<file path="src/hdl/cmnf_pkg.sv">
// Shared types, constants and the five-point median for the cross median filter.
package cmnf_pkg;

  localparam int PIX_W          = 32;
  localparam int FRAME_WIDTH_W  = 13;
  localparam int FRAME_HEIGHT_W = 11;
  localparam int CFG_DATA_W     = 13;
  localparam int CFG_INDEX_W    = 1;

  localparam int FRAME_WIDTH_RST  = 640;
  localparam int FRAME_HEIGHT_RST = 480;

  typedef enum logic [CFG_INDEX_W-1:0] {
    REG_FRAME_WIDTH  = 1'b0,
    REG_FRAME_HEIGHT = 1'b1
  } cfg_reg_t;

  typedef logic [4:0][PIX_W-1:0] word5_t;

  // Per-beat command from the sequencer to the filter stage.
  typedef struct packed {
    logic res;
    logic has_left;
    logic has_up;
    logic has_right;
    logic has_below;
    logic last;
  } cmd_t;

  // Stable rank of each word (signed compare, ties by position); rank two is the median.
  function automatic logic [PIX_W-1:0] median5(input word5_t v);
    logic [4:0][2:0] rank;
    logic [PIX_W-1:0] m;
    rank = '0;
    m = v[0];
    for (int i = 0; i < 5; i++) begin
      for (int j = 0; j < 5; j++) begin
        if (j != i) begin
          if (($signed(v[j]) < $signed(v[i])) || ((v[j] == v[i]) && (j < i))) begin
            rank[i] = rank[i] + 3'd1;
          end
        end
      end
    end
    for (int i = 0; i < 5; i++) begin
      if (rank[i] == 3'd2) begin
        m = v[i];
      end
    end
    return m;
  endfunction

endpackage

</file>
<file path="src/hdl/cmnf_filter.sv">
// Median stage with left-neighbor forwarding and the output register.
module cmnf_filter #(
  parameter int RW = 10
) (
  input  logic                       clk,
  input  logic                       rst_n,
  input  logic                       acc,
  input  cmnf_pkg::cmd_t             cmd,
  input  logic [RW-1:0]              cmd_row,
  input  logic [cmnf_pkg::PIX_W-1:0] cmd_right,
  input  logic [cmnf_pkg::PIX_W-1:0] centre_rd,
  input  logic [cmnf_pkg::PIX_W-1:0] below_rd,
  input  logic [cmnf_pkg::PIX_W-1:0] left_rd,
  input  logic                       out_ready,
  output logic                       in_ready,
  output logic                       out_valid,
  output logic [cmnf_pkg::PIX_W-1:0] out_pixel,
  output logic                       out_frame_end,
  output logic                       fcol_we,
  output logic [RW-1:0]              fcol_waddr,
  output logic [cmnf_pkg::PIX_W-1:0] fcol_wdata
);

  logic                       s1_valid_r, s1_valid_nxt;
  cmnf_pkg::cmd_t             cmd_r;
  logic [RW-1:0]              row_r;
  logic [cmnf_pkg::PIX_W-1:0] right_r;
  logic                       fwd_r;
  logic [cmnf_pkg::PIX_W-1:0] fwd_val_r;
  logic [cmnf_pkg::PIX_W-1:0] upper_r;
  logic                       out_valid_r, out_valid_nxt;
  logic [cmnf_pkg::PIX_W-1:0] out_pix_r;
  logic                       out_end_r;

  logic                       s1_go;
  logic                       s1_fire;
  logic                       load;
  cmnf_pkg::word5_t           v;
  logic [cmnf_pkg::PIX_W-1:0] med;

  assign s1_go    = !out_valid_r || out_ready;
  assign s1_fire  = s1_valid_r && s1_go;
  assign in_ready = !s1_valid_r || s1_go;
  assign load     = acc && cmd.res;

  always_comb begin
    v[0] = centre_rd;
    v[1] = cmd_r.has_left  ? (fwd_r ? fwd_val_r : left_rd) : centre_rd;
    v[2] = cmd_r.has_up    ? upper_r  : centre_rd;
    v[3] = cmd_r.has_right ? right_r  : centre_rd;
    v[4] = cmd_r.has_below ? below_rd : centre_rd;
    med  = cmnf_pkg::median5(v);
  end

  assign fcol_we    = s1_fire;
  assign fcol_waddr = row_r;
  assign fcol_wdata = med;

  always_comb begin
    s1_valid_nxt = s1_valid_r;
    if (load) begin
      s1_valid_nxt = 1'b1;
    end else if (s1_go) begin
      s1_valid_nxt = 1'b0;
    end
    out_valid_nxt = out_valid_r;
    if (s1_fire) begin
      out_valid_nxt = 1'b1;
    end else if (out_ready) begin
      out_valid_nxt = 1'b0;
    end
  end

  always_ff @(posedge clk) begin
    if (!rst_n) begin
      s1_valid_r  <= 1'b0;
      out_valid_r <= 1'b0;
    end else begin
      s1_valid_r  <= s1_valid_nxt;
      out_valid_r <= out_valid_nxt;
    end
  end

  // Same-row write landing on the read edge only happens for a one-row frame.
  always_ff @(posedge clk) begin
    if (load) begin
      cmd_r     <= cmd;
      row_r     <= cmd_row;
      right_r   <= cmd_right;
      fwd_r     <= s1_fire && (row_r == cmd_row);
      fwd_val_r <= med;
    end
    if (s1_fire) begin
      upper_r   <= med;
      out_pix_r <= med;
      out_end_r <= cmd_r.last;
    end
  end

  assign out_valid     = out_valid_r;
  assign out_pixel     = out_pix_r;
  assign out_frame_end = out_end_r;

  a_stage_holds: assert property (@(posedge clk) disable iff (!rst_n)
    s1_valid_r && !s1_go |=> s1_valid_r && $stable(row_r))
    else $error("filter stage lost a stalled beat");

  a_result_lands: assert property (@(posedge clk) disable iff (!rst_n)
    s1_fire |=> out_valid_r && (out_pix_r == $past(med)))
    else $error("median not captured in output register");

  a_fwd_one_row: assert property (@(posedge clk) disable iff (!rst_n)
    load && s1_fire && (row_r == cmd_row) && cmd.has_left |-> (cmd_row == '0) && !cmd.has_up)
    else $error("left forwarding outside a one-row frame");

endmodule

</file>
<file path="config.mk">
export PLATFORM = sky130hd
export DESIGN_NAME = cmnf_filter
export DESIGN_NICKNAME = d
export VERILOG_FILES = /design/src/hdl/cmnf_pkg.sv /design/src/hdl/cmnf_filter.sv
export SDC_FILE = /design/constraint.sdc
export NUM_CORES = 1
export LEC_CHECK = 0
export ABC_AREA = 0
export BUFFER_PORTS_ARGS = -buffer_cell sky130_fd_sc_hd__buf_2
export CORE_AREA = 2 2 183 185
export DETAILED_ROUTE_END_ITERATION = 6
export DIE_AREA = 0 0 185 187
export HOLD_SLACK_MARGIN = 0.12
export SYNTH_ARGS = -nofsm -noshare
export SYNTH_HDL_FRONTEND = slang
export SYNTH_SLANG_ARGS = --single-unit
</file>
<file path="constraint.sdc">
create_clock -name clk -period 9.2 [get_ports clk]
set_input_delay 2.3 -clock clk [delete_from_list [all_inputs] [get_ports clk]]
set_output_delay 2.3 -clock clk [all_outputs]
set_load 0.01 [all_outputs]
</file>
==> impl_metrics.toml, run 1 <==
[sta]
setup_viol = 32
clock.fmax_mhz = 107
finalCriticalPeriod_ns = 9.36
fin_ws_ns = -0.160
whs_ns = 0.424
skew_ns = 0.0208
finalCritPeriodShare_pct = 102
maxSlewViolCount = 0
worst_slew_pin_slew_ns = 1.46
max-slew-margin-rel_pct = 2.46
hold_viol_final = 0
fin_tns_setup_ns = -2.81
rsz0062_at_grt = "true"

[synthesis]
synth-xor-area-share_pct = 0.850
yosysUniqueCellTypes = 75
synth_edf_count = 113
yosysSeqAreaShare_pct = 23.8
synthFlopType = "edfxtp_1"
synth_fa_ha_area_share_pct = 28.6
synth-seq-cells = 115
yosys.area_share.simple_pct = 11.8
async_reset_ff_share_pct = 0
synth-compound-area-share_pct = 19.0
synth_top_family_by_area = "adder cells"
syn_area_mm2 = 0.0144
synthMuxAreaShare_pct = 11.5
syn_nets = 1968
postSynthAreaPerCell_um2 = 9.68
synth_cells = 1490
yosysWarnings = 0

[worst_setup_path]
cp-start-kind = "primary input"
crit-reg2reg-capture = "out_pixel[27]"
cp.arrival_ns = 7.06
worstSetupPathType = "primary input to output pin"
worstPathRequired_ns = 6.90
critical_path.max_fanout = 9
r2r_cells = 24
cp-end-kind = "output pin"
rrSetupSlack_ns = 2.61
r2r_start = "cmd_r[4]"

[global_routing]
grt_pass1_wl_um = 84900
antenna_found_initial = 0
grt_pass1_vias = 14850
grt-ovfl-total = 0
grt.total_usage_pct = 32.3
grt_max_degree = 82

[finish]
nets = 2606
final_common_cell = "buf_4"
fin_util_pct = 65.1
area_growth_pct = 48.3
diodes = 0
drive_above_1_share_pct = 40.1
final_cell_mix = "400 x buf_4, 318 x ha_1, 214 x buf_2"

[clock_network]
cts-root-buf = "clkbuf_16"
path_clk_slew_ns = 0.06
cts_max_path_buffers = 2
htree_num_levels = 4
insertion_delay_ns = 0.46
cts.sinks = 115
cts_tree = "yes"
numCtsBuffers = 17

[detailed_routing]
routedWlPerCell_um = 22.0
ant_nets = 0
via_per_inst = 5.78
drt-initial-drc-count = 1110
wirelength_um = 57000
drc = 0
dr.pass1.iters = 6
vias = 14964

[place]
gp_routability_congestion = 0.955
portBuffers = 225
pre_cts_ws_ns = -0.887
dp_hpwl_um = 44400

[floorplan]
die_x_um = 185
dieArea_mm2 = 0.0346
start_util_pct = 43.9
row_count = 67
die_h_um = 187
core_mm2 = 0.0329
io_pins = 226

[worst_hold_path]
hold_class = "register to register"
hp-start = "cmd_r[0]"
timing.hold.worst_endpoint = "out_frame_end"
hold_depth = 0

[outcome]
violations = "negative setup slack"
status = "complete, but fails checks"

[run]
max-cap-violations = 0

[power_and_ir_drop]
p_leak_nw = 10.2
vdd_ir_drop_max_mv = 0.235
power.density_mw_per_mm2 = 320
p_total_mw = 6.84
area by class of cell:
class                      instances  area, µm²
tap                              448        561
clock buffer                      18        429
sequential                       115       3430
clock inverter                    14        151
inverter                         119        447
fill                            2734      11500
multi-input combinational       1212      11600
timing repair buffer             663       4790
metrics by stage:
step	cells	cell area [µm²]
2_1_floorplan	1490	14400
5_1_grt	2589	21400
6_report	2589	21400
3_3_place_gp	2488	18900
3_5_place_dp	2488	18900
4_1_cts	2563	20700
worst max path at each step:
stage	from	to	slack [ns]	cells after the start
CTS	left_rd[15]	fcol_wdata[11]	-0.04	22
floorplan	below_rd[1]	fcol_wdata[0]	0.28	22
finish	left_rd[14]	fcol_wdata[15]	-0.16	21
detailed placement	centre_rd[5]	fcol_wdata[29]	-0.89	19
global placement	centre_rd[7]	fcol_wdata[30]	-0.77	19
global route	centre_rd[27]	fcol_wdata[2]	-0.27	24
logic make-up (layout without fill, tap and decap cells):
| group | after synthesis | count (layout) |
|---|---|---|
| buffers and inverters | 163 | 814 |
| muxes | 165 | 165 |
| and+or+nand+nor | 323 | 323 |
| xor gates and xnor gates | 14 | 14 |
| AOI/OAI and AO/OA | 380 | 380 |
| DFF | 115 | 115 |
| adders and majority gates | 330 | 330 |
critical path, stage by stage:
cell and delay [ns]:
buf_6 0.09, mux2i_2 0.16, a21oi_2 0.13, ha_4 0.36, nand4_1 0.24, or4_4 0.66, a21oi_4 0.17, or3_4 0.17
a21oi_4 0.05, mux2i_2 0.20, ha_1 0.30, xnor2_2 0.21, inv_1 0.06, ha_1 0.26, or3b_4 0.37, o211a_4 0.26
nor3b_4 0.16, buf_6 0.14, buf_6 0.18, a221oi_4 0.34, buf_2 0.21
layer usage:
| layer | share of wire, % | routed length [µm] | global-route usage [%] |
|---|---|---|---|
| met5 | 0 | 0 | 0 |
| met4 | 2.7 | 1520 | 9.40 |
| met3 | 6.7 | 3840 | 4.28 |
| met2 | 45 | 25600 | 50.8 |
| met1 | 46 | 26100 | 46.0 |
repair_timing:
action,CTS,global route
resized for setup,151,92
endpoints found under the setup margin,32,32
endpoints found under the hold margin,0,0
pin swaps,67,91
gates cloned,2,2
buffers inserted,44,27
hold buffers,0,0
Yosys cell counts (all sizes together) (3+ instances only):
cell type	n	area (µm²)
nor4	13	87.6
a21o	42	315
and3	3	18.8
o22ai	4	25.0
a22o	31	272
nor2b	19	119
a221oi	35	494
nand3	25	125
o21ai	43	219
nand2	59	221
nor3	45	236
o21a	16	120
o2111ai	3	26.3
nand4	65	407
nor2	63	244
o21bai	3	22.5
a211oi	12	90.1
o211ai	13	103
or4	4	30.0
o31a	3	26.3
a221o	4	40.0
or3	6	37.5
xnor2	13	114
edfxtp	113	3390
nand2b	6	37.5
clkbuf	23	86.3
and4	4	35.0
ha	330	4130
buf	21	118
a21oi	143	723
mux2i	164	1650
a2111oi	5	43.8
a21boi	5	37.5
inv	119	447
registers in the layout (all words and copies together) (netlist names):
register       count
fcol_waddr        10
fwd_r              1
right_r           32
s1_valid_r         1
out_valid          1
fwd_val_r         32
out_pixel         32
cmd_r              5
out_frame_end      1
power breakdown:
group / leakage, nW / internal [mW] / switching (mW)
clock: 0.282 / 0.401 / 0.282
sequential: 1.06 / 0.896 / 0.0664
combinational: 8.90 / 2.54 / 2.65
(Power assumes the default switching activity.)
==> run 2, diff against run 1 <==
--- a/config.mk
+++ b/config.mk
@@ -11,6 +11,8 @@
 export DETAILED_ROUTE_END_ITERATION = 6
 export DIE_AREA = 0 0 185 187
 export HOLD_SLACK_MARGIN = 0.12
+export SETUP_SLACK_MARGIN = 0.5
+export SKIP_CTS_REPAIR_TIMING = 1
 export SYNTH_ARGS = -nofsm -noshare
 export SYNTH_HDL_FRONTEND = slang
 export SYNTH_SLANG_ARGS = --single-unit
==> impl_metrics.toml, run 2 (synthesized netlist as in run 1, its figures left out) <==
[outcome]
status = "complete, but fails checks"
violations = "negative setup slack"

[worst_setup_path]
crit_family = "compound AO/OA/AOI/OAI gates"
rrSetupSlack_ns = 2.94
worstPathRequired_ns = 6.90
worstPathBufferInverterCount = 7
worst_path_largest_cell_delay_ns = 0.38
cp-start-kind = "primary input"
cp.arrival_ns = 7.04
cp-end-kind = "output pin"
cp_slowest_cell = "or3_1"
critical_path.max_fanout = 11
worstSetupPathType = "primary input to output pin"
cpMostUsedCell = "a21o_1"

[power_and_ir_drop]
vdd_ir_drop_max_mv = 0.239
power.density_mw_per_mm2 = 326
p_leak_nw = 9.74

[global_routing]
grt_max_degree = 82
antenna_found_initial = 0
grt_pass1_vias = 13954
grt-ovfl-total = 0
grt.total_usage_pct = 31.0
grt_pass1_wl_um = 81100

[sta]
rsz0062_at_grt = "true"
finalCriticalPeriod_ns = 9.34
hold_viol_final = 0
clock.fmax_mhz = 107
max-slew-margin-rel_pct = 21.7
fin_tns_setup_ns = -3.59
skew_ns = 0.0160
setup_viol = 32
fin_ws_ns = -0.145
maxSlewViolCount = 0
finalCritPeriodShare_pct = 102
worst_slew_pin_slew_ns = 1.17

[clock_network]
numCtsBuffers = 17
cts_max_path_buffers = 2
cts_tree = "yes"
htree_num_levels = 4
cts.sinks = 115
cts-root-buf = "clkbuf_16"
insertion_delay_ns = 0.46
path_clk_slew_ns = 0.06

[worst_hold_path]
hold_class = "register to register"

[finish]
area_growth_pct = 41.4
fill_cells = 2853
final_common_cell = "ha_1"
nets = 2514
diodes = 0
final_cell_mix = "325 x ha_1, 314 x buf_4, 219 x buf_2"
drive_above_1_share_pct = 35.8

[floorplan]
core_mm2 = 0.0329
dieArea_mm2 = 0.0346
start_util_pct = 43.9
io_pins = 226
die_h_um = 187
row_count = 67
die_x_um = 185

[detailed_routing]
wl_met1_um = 26400
routedWlPerCell_um = 22.4
wirelength_um = 56000
drt-initial-drc-count = 1060
drc = 0
via_per_inst = 5.79
wl_met2_um = 25200
vias = 14459
routed-wl-met3_um = 3270
highest_layer = "met4"
dr.pass1.iters = 5
ant_nets = 0

[place]
gp_routability_congestion = 1.00
dp_hpwl_um = 43300
pre_cts_ws_ns = -0.357
portBuffers = 225

[run]
max-cap-violations = 0
-- run 2: worst paths after layout --
path | startpoint | endpoint | cells after the start
max | centre_rd[9] | fcol_wdata[14] | 27
min | cmd_r[0] | out_frame_end | 0
max reg2reg | cmd_r[3] | out_pixel[27] | 21
min reg2reg | cmd_r[0] | out_frame_end | 0
-- run 2: area by class of cell --
cell class	instances	area [µm²]	area share, %
well taps	448	561	2.75
clock inverters	15	158	0.773
clock buffers	17	425	2.08
flip-flops and latches	115	3430	16.8
repair buffers	571	4120	20.2
multi-input cells	1212	11300	55.2
inverters	119	447	2.19
-- run 2: metal layers --
layer | track usage [%] | up-vias
met5 | 0 | -
met4 | 6.81 | 0
met3 | 4.38 | 72
met2 | 48.8 | 529
met1 | 44.8 | 6941
li1 | - | 6917
-- run 2: through the flow --
step | instance area [µm²] | hold slack [ns] | util (%) | power (mW) | instances
floorplan | 14500 | 0.400 | - | 3.16 | 1490
detailed placement | 18500 | 0.414 | 56.3 | 4.79 | 2430
CTS | 19100 | 0.430 | 58.1 | 5.49 | 2462
global placement | 18500 | 0.403 | 56.3 | 4.72 | 2430
finish | 20400 | 0.424 | 62.1 | 6.65 | 2497
global route | 20400 | 0.445 | 62.1 | 6.98 | 2497
-- run 2: report_power, final --
group,internal [mW],switching (mW),leakage [nW],total [mW]
sequential,0.895,0.0622,1.06,0.957
clock,0.362,0.307,0.285,0.669
combinational,2.39,2.63,8.39,5.02
total,3.65,3.00,9.74,6.65
==> run 3, diff against run 2 <==
--- a/config.mk
+++ b/config.mk
@@ -6,10 +6,10 @@
 export NUM_CORES = 1
 export LEC_CHECK = 0
 export ABC_AREA = 0
-export BUFFER_PORTS_ARGS = -buffer_cell sky130_fd_sc_hd__buf_2
 export CORE_AREA = 2 2 183 185
 export DETAILED_ROUTE_END_ITERATION = 6
 export DIE_AREA = 0 0 185 187
+export DONT_BUFFER_PORTS = 1
 export HOLD_SLACK_MARGIN = 0.12
 export SETUP_SLACK_MARGIN = 0.5
 export SKIP_CTS_REPAIR_TIMING = 1
==> impl_metrics.toml, run 3 (synthesized netlist as in run 1, its figures left out) <==
[worst_hold_path]
hp-start = "cmd_r[0]"
hold_class = "register to register"
timing.hold.worst_endpoint = "out_frame_end"
hold_depth = 0

[power_and_ir_drop]
vdd_ir_drop_max_mv = 0.248
power.density_mw_per_mm2 = 323
p_leak_nw = 8.27
p_total_mw = 5.86

[sta]
worst_slew_pin_slew_ns = 1.07
fin_tns_setup_ns = 0
skew_ns = 0.0190
clock.fmax_mhz = 110
finalCritPeriodShare_pct = 99.2
finalCriticalPeriod_ns = 9.12
max-slew-margin-rel_pct = 28.9
rsz0062_at_grt = "true"
setup_viol = 0
hold_viol_final = 0
maxSlewViolCount = 0

[run]
max-cap-violations = 0

[global_routing]
busiest_layer = "met2"
grt_use_met2_pct = 44.9
grt_pass1_vias = 12962
grt.total_usage_pct = 30.0
antenna_found_initial = 1
grt_max_degree = 49
met1_usage_pct = 41.2
grt-ovfl-total = 0
grtUsageMet3_pct = 7.17
grt_pass1_wl_um = 77300

[worst_setup_path]
worstPathRequired_ns = 6.90
startpoint = "left_rd[13]"
worstSetupPathType = "primary input to output pin"
cp.arrival_ns = 6.82
critical_path.max_fanout = 11
cp-end-kind = "output pin"
r2r_start = "cmd_r[1]"
cp-start-kind = "primary input"
r2r_cells = 26
crit-reg2reg-capture = "out_pixel[3]"
rrSetupSlack_ns = 2.81

[floorplan]
die_x_um = 185
core_mm2 = 0.0329
dieArea_mm2 = 0.0346
start_util_pct = 43.9
row_count = 67
io_pins = 226
die_h_um = 187

[detailed_routing]
drt-initial-drc-count = 925
dr.pass1.iters = 5
ant_nets = 0
vias = 13222
wirelength_um = 53300
via_per_inst = 6.13
drc = 0
routedWlPerCell_um = 24.7

[place]
portBuffers = 0
dp_hpwl_um = 41900
gp_routability_congestion = 0.925
dp.cells = 2103
placed_area_mm2 = 0.0165

[finish]
drive_above_1_share_pct = 23.1
stdcell_area_mm2 = 0.0181
nets = 2174
fin_util_pct = 55.2
diodes = 0
area_growth_pct = 25.7
final_cell_mix = "323 x ha_1, 203 x buf_4, 144 x mux2i_1"
final_common_cell = "ha_1"
stdcell_count = 2157

[clock_network]
numCtsBuffers = 17
cts_tree = "yes"
insertion_delay_ns = 0.46
path_clk_slew_ns = 0.06
cts_max_path_buffers = 2
htree_num_levels = 4
cts-root-buf = "clkbuf_16"
cts.sinks = 115

[outcome]
status = "complete, no violations"
-- run 3: cell count changes in the layout (fill, tap and decap cells not counted), moves of 3 or more --
cell,before,now
nor3_4,2,6
buf_4,314,203
bufinv_16,0,3
mux2i_2,12,6
buf_2,219,0
clkbuf_16,23,20
a221oi_2,2,22
a221oi_4,30,10
buf_12,16,11
nor3_1,35,31
inv_8,5,0
mux2i_1,137,144
-- run 3: metal layers --
metal	vias up	wire, µm
met3	101	4280
met5	-	0
met4	0	1940
met1	6369	23800
met2	524	23200
li1	6228	-
-- run 3: area by class of cell --
cell class / count / area [µm²]
Clock buffer: 17 / 425
Timing Repair Buffer: 231 / 1980
Multi-Input combinational cell: 1212 / 11100
Sequential cell: 115 / 3430
Inverter: 119 / 447
Clock inverter: 15 / 179
Tap cell: 448 / 561
Fill cell: 2921 / 14700
-- run 3: where the power goes --
part           internal (mW)  total [mW]  leakage, nW  switching, mW
combinational           1.95        4.18         6.91           2.24
clock                  0.426       0.697        0.288          0.270
sequential             0.896       0.984         1.06         0.0878
total                   3.27        5.86         8.27           2.59
-- run 3: worst max path at each step --
stage,end,slack [ns],cells after the start
floorplan,fcol_wdata[10],0.45,21
global placement,fcol_wdata[17],-0.22,24
detailed placement,fcol_wdata[17],-0.25,22
CTS,fcol_wdata[17],-0.27,22
global route,fcol_wdata[19],-0.06,26
finish,fcol_wdata[26],0.08,20
-- run 3: per-stage QoR --
stage / worst slack (ns) / hold WS, ns
finish: 0.0770 / 0.423
CTS: -0.273 / 0.428
detailed placement: -0.255 / 0.413
global placement: -0.222 / 0.401
floorplan: 0.447 / 0.400
global route: -0.0556 / 0.443
-- run 3: critical path, cell delays in order --
cell	delay (ns)
mux2i_2	0.16
a21oi_2	0.10
ha_1	0.33
nand4_1	0.26
nor2_1	0.10
a221o_1	0.35
or3_4	0.42
a21oi_4	0.20
mux2i_4	0.29
ha_4	0.24
xnor2_2	0.17
inv_1	0.06
ha_1	0.27
or3b_2	0.45
o211a_4	0.26
nor3_4	0.21
buf_4	0.18
buf_12	0.17
a221oi_2	0.09
buf_4	0.19
