===== config.mk =====
export PLATFORM = sky130hd
export DESIGN_NAME = cmnf_seq
export DESIGN_NICKNAME = d
export VERILOG_FILES = /design/src/hdl/cmnf_pkg.sv /design/src/hdl/cmnf_seq.sv
export SDC_FILE = /design/constraint.sdc
export NUM_CORES = 1
export LEC_CHECK = 0
export BUFFER_PORTS_ARGS = -buffer_cell sky130_fd_sc_hd__buf_2
export CAP_MARGIN = 20
export CORE_MARGIN = 4
export CORE_UTILIZATION = 35
export CTS_BUF_LIST = sky130_fd_sc_hd__clkbuf_2 sky130_fd_sc_hd__clkbuf_4 sky130_fd_sc_hd__clkbuf_8
export DETAILED_ROUTE_END_ITERATION = 7
export GPL_TIMING_DRIVEN = 1
export PLACE_DENSITY = 0.52
export SYNTH_ARGS = -nofsm -noshare
export SYNTH_HDL_FRONTEND = slang
export SYNTH_SLANG_ARGS = --single-unit

===== constraint.sdc =====
create_clock -name clk -period 7.5 [get_ports clk]
set_input_delay 0.75 -clock clk [delete_from_list [all_inputs] [get_ports clk]]
set_output_delay 0.75 -clock clk [all_outputs]
set_load 0.005 [all_outputs]

===== src/hdl/cmnf_pkg.sv =====
// Shared types, constants and the five-point median for the cross median filter.
package cmnf_pkg;

  localparam int PIX_W          = 32;
  localparam int FRAME_WIDTH_W  = 13;
  localparam int FRAME_HEIGHT_W = 11;
  localparam int CFG_DATA_W     = 13;
  localparam int CFG_INDEX_W    = 1;

  localparam int FRAME_WIDTH_RST  = 640;
  localparam int FRAME_HEIGHT_RST = 480;

  typedef enum logic [CFG_INDEX_W-1:0] {
    REG_FRAME_WIDTH  = 1'b0,
    REG_FRAME_HEIGHT = 1'b1
  } cfg_reg_t;

  typedef logic [4:0][PIX_W-1:0] word5_t;

  // Per-beat command from the sequencer to the filter stage.
  typedef struct packed {
    logic res;
    logic has_left;
    logic has_up;
    logic has_right;
    logic has_below;
    logic last;
  } cmd_t;

  // Stable rank of each word (signed compare, ties by position); rank two is the median.
  function automatic logic [PIX_W-1:0] median5(input word5_t v);
    logic [4:0][2:0] rank;
    logic [PIX_W-1:0] m;
    rank = '0;
    m = v[0];
    for (int i = 0; i < 5; i++) begin
      for (int j = 0; j < 5; j++) begin
        if (j != i) begin
          if (($signed(v[j]) < $signed(v[i])) || ((v[j] == v[i]) && (j < i))) begin
            rank[i] = rank[i] + 3'd1;
          end
        end
      end
    end
    for (int i = 0; i < 5; i++) begin
      if (rank[i] == 3'd2) begin
        m = v[i];
      end
    end
    return m;
  endfunction

endpackage


===== src/hdl/cmnf_seq.sv =====
// Scan sequencer: frame counters, ring addressing and per-beat commands.
module cmnf_seq #(
  parameter int MAX_WIDTH  = 4096,
  parameter int MAX_HEIGHT = 1024,
  parameter int AW         = 11,
  parameter int RW         = 10,
  parameter int CW         = 12
) (
  input  logic                             clk,
  input  logic                             rst_n,
  input  logic                             cfg_we,
  input  logic [cmnf_pkg::CFG_INDEX_W-1:0] cfg_index,
  input  logic [cmnf_pkg::CFG_DATA_W-1:0]  cfg_wdata,
  input  logic                             acc,
  input  logic                             drain,
  output logic                             ring_we,
  output logic [AW-1:0]                    ring_waddr,
  output logic [AW-1:0]                    ring_raddr_c,
  output logic [AW-1:0]                    ring_raddr_b,
  output logic [RW-1:0]                    fcol_raddr,
  output cmnf_pkg::cmd_t                   cmd,
  output logic [RW-1:0]                    cmd_row
);

  localparam logic [31:0] W_RST = (cmnf_pkg::FRAME_WIDTH_RST > MAX_WIDTH) ?
                                  32'(MAX_WIDTH) : 32'(cmnf_pkg::FRAME_WIDTH_RST);
  localparam logic [31:0] H_RST = (cmnf_pkg::FRAME_HEIGHT_RST > MAX_HEIGHT) ?
                                  32'(MAX_HEIGHT) : 32'(cmnf_pkg::FRAME_HEIGHT_RST);

  logic [CW-1:0] wm1_r, wm1_nxt;
  logic [AW-1:0] h_r, h_nxt;
  logic [RW-1:0] hm1_r, hm1_nxt;
  logic [AW-1:0] head_r, head_nxt;
  logic [RW-1:0] in_row_r, in_row_nxt;
  logic [CW-1:0] in_col_r, in_col_nxt;
  logic [RW-1:0] out_row_r, out_row_nxt;
  logic          out_col_nz_r, out_col_nz_nxt;
  logic          rcvd_r, rcvd_nxt;

  logic        pix_acc;
  logic        flush;
  logic        res;
  logic [31:0] wv, weff, hv, heff;

  assign pix_acc = acc && !rcvd_r && !drain;
  assign flush   = acc && rcvd_r;
  assign res     = (pix_acc && (in_col_r != '0)) || flush;

  assign ring_we    = pix_acc;
  assign ring_waddr = head_r;
  assign fcol_raddr = out_row_r;

  always_comb begin
    ring_raddr_c = (head_r == h_r) ? '0 : head_r + AW'(1);
    if (head_r == h_r) begin
      ring_raddr_b = AW'(1);
    end else if (head_r == h_r - AW'(1)) begin
      ring_raddr_b = '0;
    end else begin
      ring_raddr_b = head_r + AW'(2);
    end
  end

  always_comb begin
    cmd.res       = res;
    cmd.has_left  = out_col_nz_r;
    cmd.has_up    = (out_row_r != '0);
    cmd.has_right = !rcvd_r;
    cmd.has_below = (out_row_r != hm1_r);
    cmd.last      = rcvd_r && (out_row_r == hm1_r);
    cmd_row       = out_row_r;
  end

  // Clamp register writes to the supported frame size.
  always_comb begin
    wv   = 32'(cfg_wdata[cmnf_pkg::FRAME_WIDTH_W-1:0]);
    hv   = 32'(cfg_wdata[cmnf_pkg::FRAME_HEIGHT_W-1:0]);
    weff = (wv == 32'd0) ? 32'd1 : ((wv > 32'(MAX_WIDTH)) ? 32'(MAX_WIDTH) : wv);
    heff = (hv == 32'd0) ? 32'd1 : ((hv > 32'(MAX_HEIGHT)) ? 32'(MAX_HEIGHT) : hv);
  end

  always_comb begin
    wm1_nxt        = wm1_r;
    h_nxt          = h_r;
    hm1_nxt        = hm1_r;
    head_nxt       = head_r;
    in_row_nxt     = in_row_r;
    in_col_nxt     = in_col_r;
    out_row_nxt    = out_row_r;
    out_col_nz_nxt = out_col_nz_r;
    rcvd_nxt       = rcvd_r;
    if (cfg_we) begin
      case (cfg_index)
        cmnf_pkg::REG_FRAME_WIDTH: begin
          wm1_nxt = CW'(weff - 32'd1);
        end
        cmnf_pkg::REG_FRAME_HEIGHT: begin
          h_nxt   = AW'(heff);
          hm1_nxt = RW'(heff - 32'd1);
        end
        default: begin
        end
      endcase
      head_nxt       = '0;
      in_row_nxt     = '0;
      in_col_nxt     = '0;
      out_row_nxt    = '0;
      out_col_nz_nxt = 1'b0;
      rcvd_nxt       = 1'b0;
    end else if (pix_acc || flush) begin
      head_nxt = (head_r == h_r) ? '0 : head_r + AW'(1);
      if (res) begin
        if (out_row_r == hm1_r) begin
          out_row_nxt    = '0;
          out_col_nz_nxt = 1'b1;
        end else begin
          out_row_nxt = out_row_r + RW'(1);
        end
      end
      if (pix_acc) begin
        if (in_row_r == hm1_r) begin
          in_row_nxt = '0;
          if (in_col_r == wm1_r) begin
            in_col_nxt = '0;
            rcvd_nxt   = 1'b1;
          end else begin
            in_col_nxt = in_col_r + CW'(1);
          end
        end else begin
          in_row_nxt = in_row_r + RW'(1);
        end
      end
      if (flush && (out_row_r == hm1_r)) begin
        head_nxt       = '0;
        in_row_nxt     = '0;
        in_col_nxt     = '0;
        out_row_nxt    = '0;
        out_col_nz_nxt = 1'b0;
        rcvd_nxt       = 1'b0;
      end
    end
  end

  always_ff @(posedge clk) begin
    if (!rst_n) begin
      wm1_r        <= CW'(W_RST - 32'd1);
      h_r          <= AW'(H_RST);
      hm1_r        <= RW'(H_RST - 32'd1);
      head_r       <= '0;
      in_row_r     <= '0;
      in_col_r     <= '0;
      out_row_r    <= '0;
      out_col_nz_r <= 1'b0;
      rcvd_r       <= 1'b0;
    end else begin
      wm1_r        <= wm1_nxt;
      h_r          <= h_nxt;
      hm1_r        <= hm1_nxt;
      head_r       <= head_nxt;
      in_row_r     <= in_row_nxt;
      in_col_r     <= in_col_nxt;
      out_row_r    <= out_row_nxt;
      out_col_nz_r <= out_col_nz_nxt;
      rcvd_r       <= rcvd_nxt;
    end
  end

  a_head_in_ring: assert property (@(posedge clk) disable iff (!rst_n)
    head_r <= h_r)
    else $error("ring head beyond ring size");

  a_rows_in_range: assert property (@(posedge clk) disable iff (!rst_n)
    (in_row_r <= hm1_r) && (out_row_r <= hm1_r))
    else $error("row counter beyond frame height");

  a_read_not_write: assert property (@(posedge clk) disable iff (!rst_n)
    acc && (h_r > AW'(1)) |-> (ring_raddr_c != head_r) && (ring_raddr_b != head_r))
    else $error("ring read collides with write slot");

endmodule


==> insert_results.sql, run 1 <==
INSERT INTO impl_metrics (metric_group, metric, value, unit) VALUES
('power_and_ir_drop', 'seq_pwr_share', '47.2', '%'),
('synth', 'ys_top_cells_by_area', 'dfxtp_1 (31%), xor2_1 (10%), xnor2_1 (5.8%)', ''),
('synth', 'netlist.top_cell.by_area', 'dfxtp_1', ''),
('setup_path', 'path_depth', '9', ''),
('outcome', 'outcome', 'complete, no violations', ''),
('setup_path', 'worstReg2RegEnd', 'in_col_r[9]$_SDFFE_PP0P_', ''),
('power_and_ir_drop', 'switching_power_total', '235', 'uW'),
('power_and_ir_drop', 'p_sw_share', '25.4', '%'),
('die', 'chip_height', '129', 'um'),
('clocking', 'post-cts-setup-buffers', '0', ''),
('min_path', 'hp-start', 'wm1_r[8]$_SDFFE_PN0P_', ''),
('routing', 'drt_iter0_drc', '292', ''),
('setup_path', 'worst-endpoint-arrival', '3.44', 'ns'),
('clocking', 'path_clk_slew', '0.08', 'ns'),
('synth', 'synth_top_area_share', '30.5', '%'),
('routing', 'dr_drc_count', '0', ''),
('setup_path', 'worst_path_dominant_cell_family', 'compound AO/OA/AOI/OAI gates', ''),
('power_and_ir_drop', 'power-per-cell-area', '162', 'mW/mm^2'),
('routing', 'routed_wirelength', '14200', 'um'),
('die', 'initial_core_util', '36.3', '%'),
('sta', 'max_freq', '239', 'MHz'),
('routing', 'route.detailed.vias_per_inst', '5.39', ''),
('setup_path', 'setup.worst_path.class', 'reg2out', ''),
('synth', 'yosysWarningCount', '0', ''),
('setup_path', 'worstPathBufferInverterCount', '2', ''),
('die', 'core', '0.0141', 'sq mm'),
('routing', 'highest-signal-layer', 'met4', ''),
('sta', 'finalMaxSlewViolations', '0', ''),
('power_and_ir_drop', 'power_leakage', '0.00225', 'uW'),
('sta', 'max_slew_margin', '35.8', '%'),
('grt', 'initial_antenna_violation_count', '0', ''),
('clocking', 'clock_tree.buffer_depth', '2', ''),
('grt', 'track_usage', '17.4', '%'),
('run', 'maxCapViolCount', '0', ''),
('die', 'fp.dieW', '129', 'um'),
('setup_path', 'cp-startpoint', 'h_r[0]$_SDFFE_PN0P_', ''),
('clocking', 'clock_sinks', '78', ''),
('setup_path', 'worst_ep_required_time', '6.75', 'ns'),
('routing', 'dr_wl_met2', '6610', 'um'),
('clocking', 'postCtsHoldBufs', '0', ''),
('synth', 'synth_top_flop_cell', 'dfxtp_1', ''),
('setup_path', 'cp-start-kind', 'flip-flop', ''),
('routing', 'wl_met3', '719', 'um'),
('final_layout', 'num-nets-final', '704', ''),
('routing', 'wirelength_met1', '6690', 'um'),
('sta', 'finalWorstPathRequiredPeriod', '4.19', 'ns'),
('grt', 'grt_overflow_total', '0', ''),
('min_path', 'timing.hold.worst.class', 'reg2reg', ''),
('placement', 'place_ws', '3.77', 'ns'),
('grt', 'grt_first_pass_wirelength', '23200', 'um'),
('synth', 'net_count_of_the_mapped_netlist', '665', ''),
('placement', 'place.detailed.hpwl', '10600', 'um'),
('setup_path', 'reg2reg_slack', '4.87', 'ns'),
('die', 'die_area', '0.0166', 'sq mm'),
('synth', 'synth.yosys.seq_area_share', '30.5', '%'),
('placement', 'detailed_place.area', '0.00548', 'sq mm'),
('clocking', 'h-tree-depth', '3', ''),
('sta', 'rsz_0062_raised_after_global_routing', 'no', ''),
('sta', 'timing.final.crit_share', '55.9', '%'),
('setup_path', 'timing.critical_path.fanout_max', '11', ''),
('synth', 'synth.distinct_cells', '67', ''),
('sta', 'worst-slew-pin-transition', '0.961', 'ns'),
('setup_path', 'critical_path.slowest_cell', 'a211oi_2', ''),
('setup_path', 'timing.critical_path.slowest_cell_delay', '0.81', 'ns'),
('grt', 'grt_max_degree', '37', ''),
('routing', 'antenna_left', '0', ''),
('sta', 'fin_skew', '0.0119', 'ns'),
('power_and_ir_drop', 'share_clk_of_total_power', '42.6', '%'),
('setup_path', 'rr_worst_depth', '6', ''),
('clocking', 'clockRootBuffer', 'clkbuf_8', ''),
('routing', 'via_count', '4634', '');
per-layer routing:
| metal | GRT usage (%) | vias to the layer above |
|---|---|---|
| met2 | 27.9 | 107 |
| met4 | 4.45 | 0 |
| li1 | - | 2314 |
| met5 | 0 | - |
| met1 | 23.6 | 2204 |
| met3 | 3.99 | 9 |
layout by cell type (no fill, tap or decap), types with 4 or more instances in the layout:
| master | netlist | final |
|---|---|---|
| dfxtp_1 | 78 | 78 |
| a211oi_1 | 5 | 5 |
| xor2_1 | 59 | 59 |
| o21ai_0 | 13 | 13 |
| nor4_1 | 10 | 9 |
| nor3_1 | 19 | 19 |
| clkbuf_8 | 0 | 10 |
| nand2b_1 | 8 | 8 |
| and2_1 | 7 | 7 |
| nor4_2 | 4 | 5 |
| a22oi_1 | 10 | 10 |
| and3_1 | 8 | 8 |
| o211ai_1 | 11 | 11 |
| nor2b_1 | 9 | 9 |
| nand2_1 | 54 | 54 |
| buf_2 | 10 | 78 |
| o2111ai_1 | 4 | 4 |
| o21ai_1 | 13 | 13 |
| and4_1 | 5 | 5 |
| o311ai_1 | 4 | 4 |
| nand3_1 | 26 | 26 |
| ha_1 | 10 | 10 |
| a21oi_1 | 16 | 16 |
| or3_1 | 6 | 6 |
| xnor2_1 | 34 | 34 |
| a21boi_1 | 5 | 5 |
| inv_1 | 13 | 13 |
| nor3_2 | 10 | 10 |
| nand4_1 | 14 | 14 |
| nand4b_1 | 4 | 4 |
| nor2_1 | 77 | 77 |
synth_stat cells, drive strengths merged, types with 10 or more instances:
cell / count
nand3: 26
nor3: 29
inv: 15
clkbuf: 29
buf: 23
xor2: 59
dfxtp: 78
xnor2: 34
nand4: 14
nor4: 15
o21ai: 26
nor2: 77
a22oi: 11
nand2: 54
a21oi: 16
o211ai: 11
ha: 10
how the worst min path moves through the flow:
stage,to,slack (ns),depth (start not counted)
floorplan,out_col_nz_r$_SDFFE_PP0P_,0.44,1
CTS,wm1_r[8]$_SDFFE_PN0P_,0.47,2
global route,wm1_r[8]$_SDFFE_PN0P_,0.50,2
detailed placement,wm1_r[8]$_SDFFE_PN0P_,0.46,2
finish,wm1_r[8]$_SDFFE_PN0P_,0.46,2
global placement,wm1_r[8]$_SDFFE_PN0P_,0.46,2
metrics by stage:
step           power, uW  utilization (%)  std cells
5_1_grt              965             40.7        859
4_1_cts              937             40.6        858
3_3_place_gp         539             38.9        843
6_report             926             40.7        859
3_5_place_dp         541             38.9        843
2_1_floorplan        510                -        636
final cells by class:
type	count	area (sq um)	share of cell area (%)
inverter	15	56.3	0.983
timing repair buffer	80	405	7.07
multi-input combinational	491	3240	56.6
sequential	78	1560	27.2
tap	180	225	3.93
clock buffer	11	145	2.53
clock inverter	4	95.1	1.66
power by group through the flow:
stage	logic [uW]	registers [uW]	clock network, uW
global route	105	439	422
global placement	92.0	447	0
floorplan	67.4	442	0
CTS	94.2	437	406
finish	94.6	437	394
detailed placement	93.4	447	0
tightest hold or removal path, stage by stage, from the launching register on:
cell	delay [ns]
dfxtp_1	0.32
nand2_1	0.05
a21boi_1	0.05
flip-flops by register name (all words and copies together), names as in the netlist:
| register | count |
|---|---|
| cmd_row | 10 |
| h_r | 11 |
| hm1_r | 10 |
| in_col_r | 12 |
| in_row_r | 10 |
| out_col_nz_r | 1 |
| rcvd_r | 1 |
| ring_waddr | 11 |
| wm1_r | 12 |
logic make-up after synthesis:
family,after synthesis,synth area share (%)
AO/OA/AOI/OAI,111,15.7
XOR/XNOR,93,15.9
adder cells (fa/ha/maj),10,2.45
buffers and inverters,67,6.21
flip-flops,78,30.5
multiplexers,4,1.05
AND/OR/NAND/NOR,273,28.1
No activity file was read; power rests on OpenSTA's default activity.
==> inputs of run 2 (changes only) <==
--- a/config.mk
+++ b/config.mk
@@ -12,7 +12,7 @@
 export CTS_BUF_LIST = sky130_fd_sc_hd__clkbuf_2 sky130_fd_sc_hd__clkbuf_4 sky130_fd_sc_hd__clkbuf_8
 export DETAILED_ROUTE_END_ITERATION = 7
 export GPL_TIMING_DRIVEN = 1
-export PLACE_DENSITY = 0.52
+export PLACE_DENSITY = 0.54
 export SYNTH_ARGS = -nofsm -noshare
 export SYNTH_HDL_FRONTEND = slang
 export SYNTH_SLANG_ARGS = --single-unit
==> constraint.sdc (replaced) <==
create_clock -name clk -period 3.8 [get_ports clk]
set_input_delay 0.38 -clock clk [delete_from_list [all_inputs] [get_ports clk]]
set_output_delay 0.38 -clock clk [all_outputs]
set_load 0.005 [all_outputs]
==> insert_results.sql, run 2 (same netlist as run 1, synthesis figures left out) <==
INSERT INTO impl_metrics (metric_group, metric, value, unit) VALUES
('sta', 'finalWorstPathRequiredPeriod', '3.30', 'ns'),
('sta', 'max_slew_margin', '44.2', '%'),
('placement', 'gp_congestion', '0.886', ''),
('sta', 'worst_hold_slack', '0.353', 'ns'),
('sta', 'timing.final.crit_share', '86.9', '%'),
('clocking', 'postCtsHoldBufs', '0', ''),
('final_layout', 'area_delta_synth_final', '11.1', '%'),
('sta', 'layout_setup_ws', '0.497', 'ns'),
('min_path', 'timing.hold.worst.class', 'in2reg', ''),
('clocking', 'clock_tree.buffer_depth', '2', ''),
('final_layout', 'post_route_cells_drive_above_1_share', '18.4', '%'),
('setup_path', 'worstPathBufferInverterCount', '3', ''),
('setup_path', 'critical_path.cell_chain', 'inv_1, ha_1, o21ba_1, a221oi_1, a41oi_1, or4_4, a211oi_2, buf_4, nor3b_1, buf_2', ''),
('sta', 'finalMaxSlewViolations', '0', ''),
('setup_path', 'worst_ep_required_time', '3.42', 'ns'),
('setup_path', 'setup.worst_path.class', 'reg2out', ''),
('sta', 'count_of_final_setup_violators', '0', ''),
('grt', 'grt_overflow_total', '0', ''),
('clocking', 'post-cts-setup-buffers', '0', ''),
('setup_path', 'worst-endpoint-arrival', '2.92', 'ns'),
('power_and_ir_drop', 'power-per-cell-area', '283', 'mW/mm^2'),
('placement', 'numPortBuffers', '78', ''),
('routing', 'dr_drc_count', '0', ''),
('final_layout', 'n_fill_cell', '1462', ''),
('sta', 'worst-slew-pin-transition', '0.835', 'ns'),
('grt', 'track_usage', '16.8', '%'),
('setup_path', 'worst_path_dominant_cell_family', 'compound AO/OA/AOI/OAI gates', ''),
('sta', 'rsz_0062_raised_after_global_routing', 'no', ''),
('grt', 'first_global_vias', '4369', ''),
('die', 'initial_core_util', '36.3', '%'),
('routing', 'routed_wirelength', '13900', 'um'),
('clocking', 'post_cts.resized_instances', '0', ''),
('final_layout', 'regArea', '0.00156', 'sq mm'),
('final_layout', 'final_cell_mix', 'dfxtp_1 (78), buf_2 (78), nor2_1 (77), xor2_1 (59), nand2_1 (54)', ''),
('final_layout', 'num-nets-final', '708', ''),
('routing', 'antenna_left', '0', ''),
('die', 'boundaryPins', '79', ''),
('grt', 'grt_max_degree', '36', ''),
('clocking', 'h-tree-depth', '3', ''),
('power_and_ir_drop', 'power.total', '1610', 'uW'),
('die', 'die_area', '0.0166', 'sq mm'),
('clocking', 'path_clk_slew', '0.09', 'ns'),
('routing', 'drt_iter0_drc', '270', ''),
('sta', 'fin_skew', '0.0177', 'ns'),
('die', 'rows', '43', ''),
('routing', 'via_count', '4676', ''),
('routing', 'route.detailed.vias_per_inst', '5.42', ''),
('sta', 'max_freq', '303', 'MHz'),
('clocking', 'clockRootBuffer', 'clkbuf_8', ''),
('power_and_ir_drop', 'power_leakage', '0.00224', 'uW'),
('final_layout', 'biggestRegsByFlops', 'in_col_r (12), wm1_r (12)', ''),
('clocking', 'clk_latency', '0.37', 'ns'),
('setup_path', 'setup.worst_path.end_class', 'output pin', ''),
('outcome', 'outcome', 'complete, no violations', ''),
('grt', 'grt_first_pass_wirelength', '22600', 'um'),
('run', 'maxCapViolCount', '0', ''),
('placement', 'place_ws', '0.891', 'ns'),
('placement', 'place.detailed.hpwl', '10500', 'um'),
('clocking', 'tritoncts', 'yes', ''),
('routing', 'wl_per_cell', '16.1', 'um'),
('setup_path', 'cp-start-kind', 'flip-flop', ''),
('routing', 'drtPass1Iterations', '4', ''),
('power_and_ir_drop', 'ir_drop', '0.000242', 'V'),
('setup_path', 'timing.critical_path.slowest_cell_delay', '0.57', 'ns'),
('die', 'chip_height', '129', 'um'),
('final_layout', 'multi_input_area', '0.00324', 'sq mm'),
('die', 'core', '0.0141', 'sq mm'),
('clocking', 'cts-buffers-inserted', '9', ''),
('setup_path', 'reg2reg_slack', '1.15', 'ns'),
('sta', 'hold_violation_count_in_the_final_report', '0', ''),
('clocking', 'clock_sinks', '78', ''),
('final_layout', 'antenna_cells_inserted', '0', ''),
('die', 'fp.dieW', '129', 'um'),
('grt', 'initial_antenna_violation_count', '0', ''),
('setup_path', 'timing.critical_path.fanout_max', '11', ''),
('sta', 'setup_tns', '0', 'ns'),
('setup_path', 'critical_path.slowest_cell', 'or4_4', '');
[run 2: cell type report]
| type | count | area share (%) |
|---|---|---|
| Multi-Input combinational cell | 491 | 57.0 |
| Sequential cell | 78 | 27.5 |
| Timing Repair Buffer | 84 | 7.66 |
| Tap cell | 180 | 3.96 |
| Clock buffer | 13 | 2.71 |
| Inverter | 15 | 0.991 |
| Clock inverter | 2 | 0.176 |
[run 2: path summary, 6_finish.rpt]
check / from / endpoint / cells after the start
worst max-delay path: h_r[0]$_SDFFE_PN0P_ / ring_raddr_b[2] / 10
worst min-delay path: cfg_wdata[3] / h_r[3]$_SDFFE_PN0P_ / 3
worst max register to register: cmd_row[3]$_SDFFE_PP0P_ / in_col_r[4]$_SDFFE_PP0P_ / 6
worst min register to register: wm1_r[8]$_SDFFE_PN0P_ / wm1_r[8]$_SDFFE_PN0P_ / 2
[run 2: power breakdown]
part / switching, uW / internal, uW
clock: 299 / 261
sequential: 25.1 / 837
combinational: 116 / 69.9
total: 440 / 1170
[run 2: worst min-delay path: cells and delay by family]
family / cells / cell delay (ns)
buffers and inverters: 1 / 0.15
AOI/OAI and AO/OA: 1 / 0.06
and+or+nand+nor: 1 / 0.08
[run 2: per-layer routing]
| layer | global-route usage, % | up-vias | part of all wire [%] |
|---|---|---|---|
| li1 | - | 2319 | - |
| met1 | 22.5 | 2216 | 46 |
| met2 | 27.1 | 125 | 47 |
| met3 | 3.99 | 16 | 5.8 |
| met4 | 4.39 | 0 | 1.2 |
| met5 | 0 | - | 0 |
[run 2: per-stage QoR]
stage / util (%) / area (sq um) / cells
2_1_floorplan: - / 5110 / 636
3_3_place_gp: 39.2 / 5520 / 848
3_5_place_dp: 39.2 / 5520 / 848
4_1_cts: 40.3 / 5680 / 863
5_1_grt: 40.3 / 5680 / 863
6_report: 40.3 / 5680 / 863
==> inputs of run 3 (changes only) <==
--- a/config.mk
+++ b/config.mk
@@ -8,11 +8,11 @@
 export BUFFER_PORTS_ARGS = -buffer_cell sky130_fd_sc_hd__buf_2
 export CAP_MARGIN = 20
 export CORE_MARGIN = 4
-export CORE_UTILIZATION = 35
+export CORE_UTILIZATION = 45
 export CTS_BUF_LIST = sky130_fd_sc_hd__clkbuf_2 sky130_fd_sc_hd__clkbuf_4 sky130_fd_sc_hd__clkbuf_8
 export DETAILED_ROUTE_END_ITERATION = 7
 export GPL_TIMING_DRIVEN = 1
-export PLACE_DENSITY = 0.54
+export PLACE_DENSITY = 0.66
 export SYNTH_ARGS = -nofsm -noshare
 export SYNTH_HDL_FRONTEND = slang
 export SYNTH_SLANG_ARGS = --single-unit
==> insert_results.sql, run 3 (same netlist as run 1, synthesis figures left out) <==
INSERT INTO impl_metrics (metric_group, metric, value, unit) VALUES
('sta', 'rsz_0062_raised_after_global_routing', 'no', ''),
('clocking', 'path_clk_slew', '0.08', 'ns'),
('setup_path', 'critical_path.cell_chain', 'inv_1, ha_1, o21ba_1, a221oi_1, a41oi_1, or4_4, a211oi_2, buf_4, nor3b_1, buf_2', ''),
('setup_path', 'worst-endpoint-arrival', '2.89', 'ns'),
('clocking', 'clockRootBuffer', 'clkbuf_8', ''),
('sta', 'count_of_final_setup_violators', '0', ''),
('sta', 'max_freq', '305', 'MHz'),
('power_and_ir_drop', 'seq_pwr_share', '48.8', '%'),
('grt', 'track_usage', '20.4', '%'),
('power_and_ir_drop', 'switching_power_total', '470', 'uW'),
('final_layout', 'layoutNonFillerInstCount', '824', ''),
('clocking', 'clk_latency', '0.35', 'ns'),
('sta', 'finalWorstPathRequiredPeriod', '3.27', 'ns'),
('setup_path', 'worst_ep_required_time', '3.42', 'ns'),
('final_layout', 'num-nets-final', '708', ''),
('clocking', 'post-cts-setup-buffers', '0', ''),
('routing', 'antenna_left', '0', ''),
('routing', 'dr_drc_count', '0', ''),
('placement', 'numPortBuffers', '78', ''),
('power_and_ir_drop', 'power_report.internal_total', '1300', 'uW'),
('routing', 'wl_per_cell', '15.9', 'um'),
('setup_path', 'worstPathBufferInverterCount', '3', ''),
('clocking', 'cts-buffers-inserted', '9', ''),
('routing', 'drtPass1Iterations', '5', ''),
('power_and_ir_drop', 'power_leakage', '0.00226', 'uW'),
('run', 'maxCapViolCount', '0', ''),
('sta', 'hold_violation_count_in_the_final_report', '0', ''),
('sta', 'worst_hold_slack', '0.370', 'ns'),
('grt', 'initial_antenna_violation_count', '0', ''),
('setup_path', 'worst_path_dominant_cell_family', 'compound AO/OA/AOI/OAI gates', ''),
('min_path', 'timing.hold.worst.class', 'in2reg', ''),
('final_layout', 'n_fill_cell', '1052', ''),
('final_layout', 'fin_util', '51.9', '%'),
('power_and_ir_drop', 'ir_drop', '0.000216', 'V'),
('die', 'die_area', '0.0131', 'sq mm'),
('power_and_ir_drop', 'power-per-cell-area', '310', 'mW/mm^2'),
('final_layout', 'antenna_cells_inserted', '0', ''),
('placement', 'place.detailed.instances', '808', ''),
('placement', 'place.detailed.hpwl', '9880', 'um'),
('clocking', 'clock_sinks', '78', ''),
('clocking', 'clock_tree.buffer_depth', '2', ''),
('outcome', 'outcome', 'complete, no violations', ''),
('power_and_ir_drop', 'share_clk_of_total_power', '40.9', '%'),
('final_layout', 'biggestRegsByFlops', 'in_col_r (12), wm1_r (12)', ''),
('grt', 'first_global_vias', '4404', ''),
('setup_path', 'setup.worst_path.class', 'reg2out', ''),
('sta', 'worst-slew-pin-transition', '0.804', 'ns'),
('sta', 'timing.final.crit_share', '86.2', '%'),
('routing', 'via_count', '4747', ''),
('final_layout', 'final_cell_mix', 'dfxtp_1 (78), buf_2 (78), nor2_1 (77), xor2_1 (59), nand2_1 (54)', ''),
('setup_path', 'timing.critical_path.fanout_max', '11', ''),
('setup_path', 'setup.worst_path.end_class', 'output pin', ''),
('grt', 'grt_first_pass_wirelength', '22000', 'um'),
('placement', 'gp_congestion', '0.880', ''),
('routing', 'route.detailed.vias_per_inst', '5.76', ''),
('power_and_ir_drop', 'pwr-share-comb', '10.4', '%'),
('die', 'rows', '38', ''),
('clocking', 'h-tree-depth', '3', ''),
('clocking', 'tritoncts', 'yes', ''),
('grt', 'grt_overflow_total', '0', ''),
('sta', 'max_slew_margin', '46.2', '%'),
('die', 'chip_height', '115', 'um'),
('grt', 'grt_max_degree', '37', ''),
('die', 'core', '0.0110', 'sq mm'),
('die', 'fp.dieW', '115', 'um'),
('routing', 'routed_wirelength', '13100', 'um'),
('sta', 'layout_setup_ws', '0.525', 'ns'),
('sta', 'setup_tns', '0', 'ns'),
('clocking', 'postCtsHoldBufs', '0', ''),
('setup_path', 'critical_path.slowest_cell', 'or4_4', ''),
('final_layout', 'post_route_cells_drive_above_1_share', '18.6', '%'),
('die', 'initial_core_util', '46.6', '%'),
('setup_path', 'cp-start-kind', 'flip-flop', ''),
('sta', 'finalMaxSlewViolations', '0', ''),
('routing', 'drt_iter0_drc', '338', ''),
('die', 'boundaryPins', '79', ''),
('placement', 'place_ws', '0.918', 'ns'),
('clocking', 'post_cts.resized_instances', '0', ''),
('setup_path', 'timing.critical_path.slowest_cell_delay', '0.56', 'ns'),
('sta', 'fin_skew', '0.0122', 'ns'),
('power_and_ir_drop', 'p_sw_share', '26.6', '%'),
('final_layout', 'area_delta_synth_final', '11.5', '%');
==> run 3: stage by stage <==
stage	instance area, sq um	power, uW
after CTS	5700	1780
after detailed placement	5470	1060
after floorplan	5110	1010
final	5700	1770
after global placement	5470	1060
after global routing	5700	1840
==> run 3: power groups by stage <==
stage                     clock network, uW  registers (uW)  logic [uW]
after floorplan                           0             873         133
after global placement                    0             881         178
after detailed placement                  0             882         182
after global routing                    768             865         206
after CTS                               734             862         183
final                                   723             863         183
==> run 3: final cells by class <==
cell class              count  area (sq um)  area share (%)
repair buffers             84           435            7.64
multi-input cells         491          3240            56.9
clock buffers              10           138            2.41
flip-flops and latches     78          1560            27.4
well taps                 140           175            3.07
clock inverters             6          93.8            1.65
inverters                  15          56.3           0.987
==> run 3: final timing paths <==
path	startpoint	to	slack, ns	depth (start not counted)
hold reg to reg	out_col_nz_r$_SDFFE_PP0P_	out_col_nz_r$_SDFFE_PP0P_	0.47	1
hold / removal	cfg_wdata[3]	h_r[3]$_SDFFE_PN0P_	0.37	3
setup / recovery	h_r[0]$_SDFFE_PN0P_	ring_raddr_b[2]	0.53	10
setup reg to reg	cmd_row[2]$_SDFFE_PP0P_	in_col_r[4]$_SDFFE_PP0P_	1.20	6
==> run 3: routing by layer <==
layer | routed length [um] | up-vias | global-route usage (%)
met5 | 0 | - | 0
met4 | 320 | 0 | 7.13
met3 | 944 | 26 | 3.70
met2 | 5890 | 173 | 32.2
met1 | 5970 | 2231 | 27.9
li1 | - | 2317 | -
==> run 3: tightest hold or removal path, cell delays in order <==
cell and delay [ns]:
buf_2 0.15, nand3_1 0.08, a21boi_1 0.06
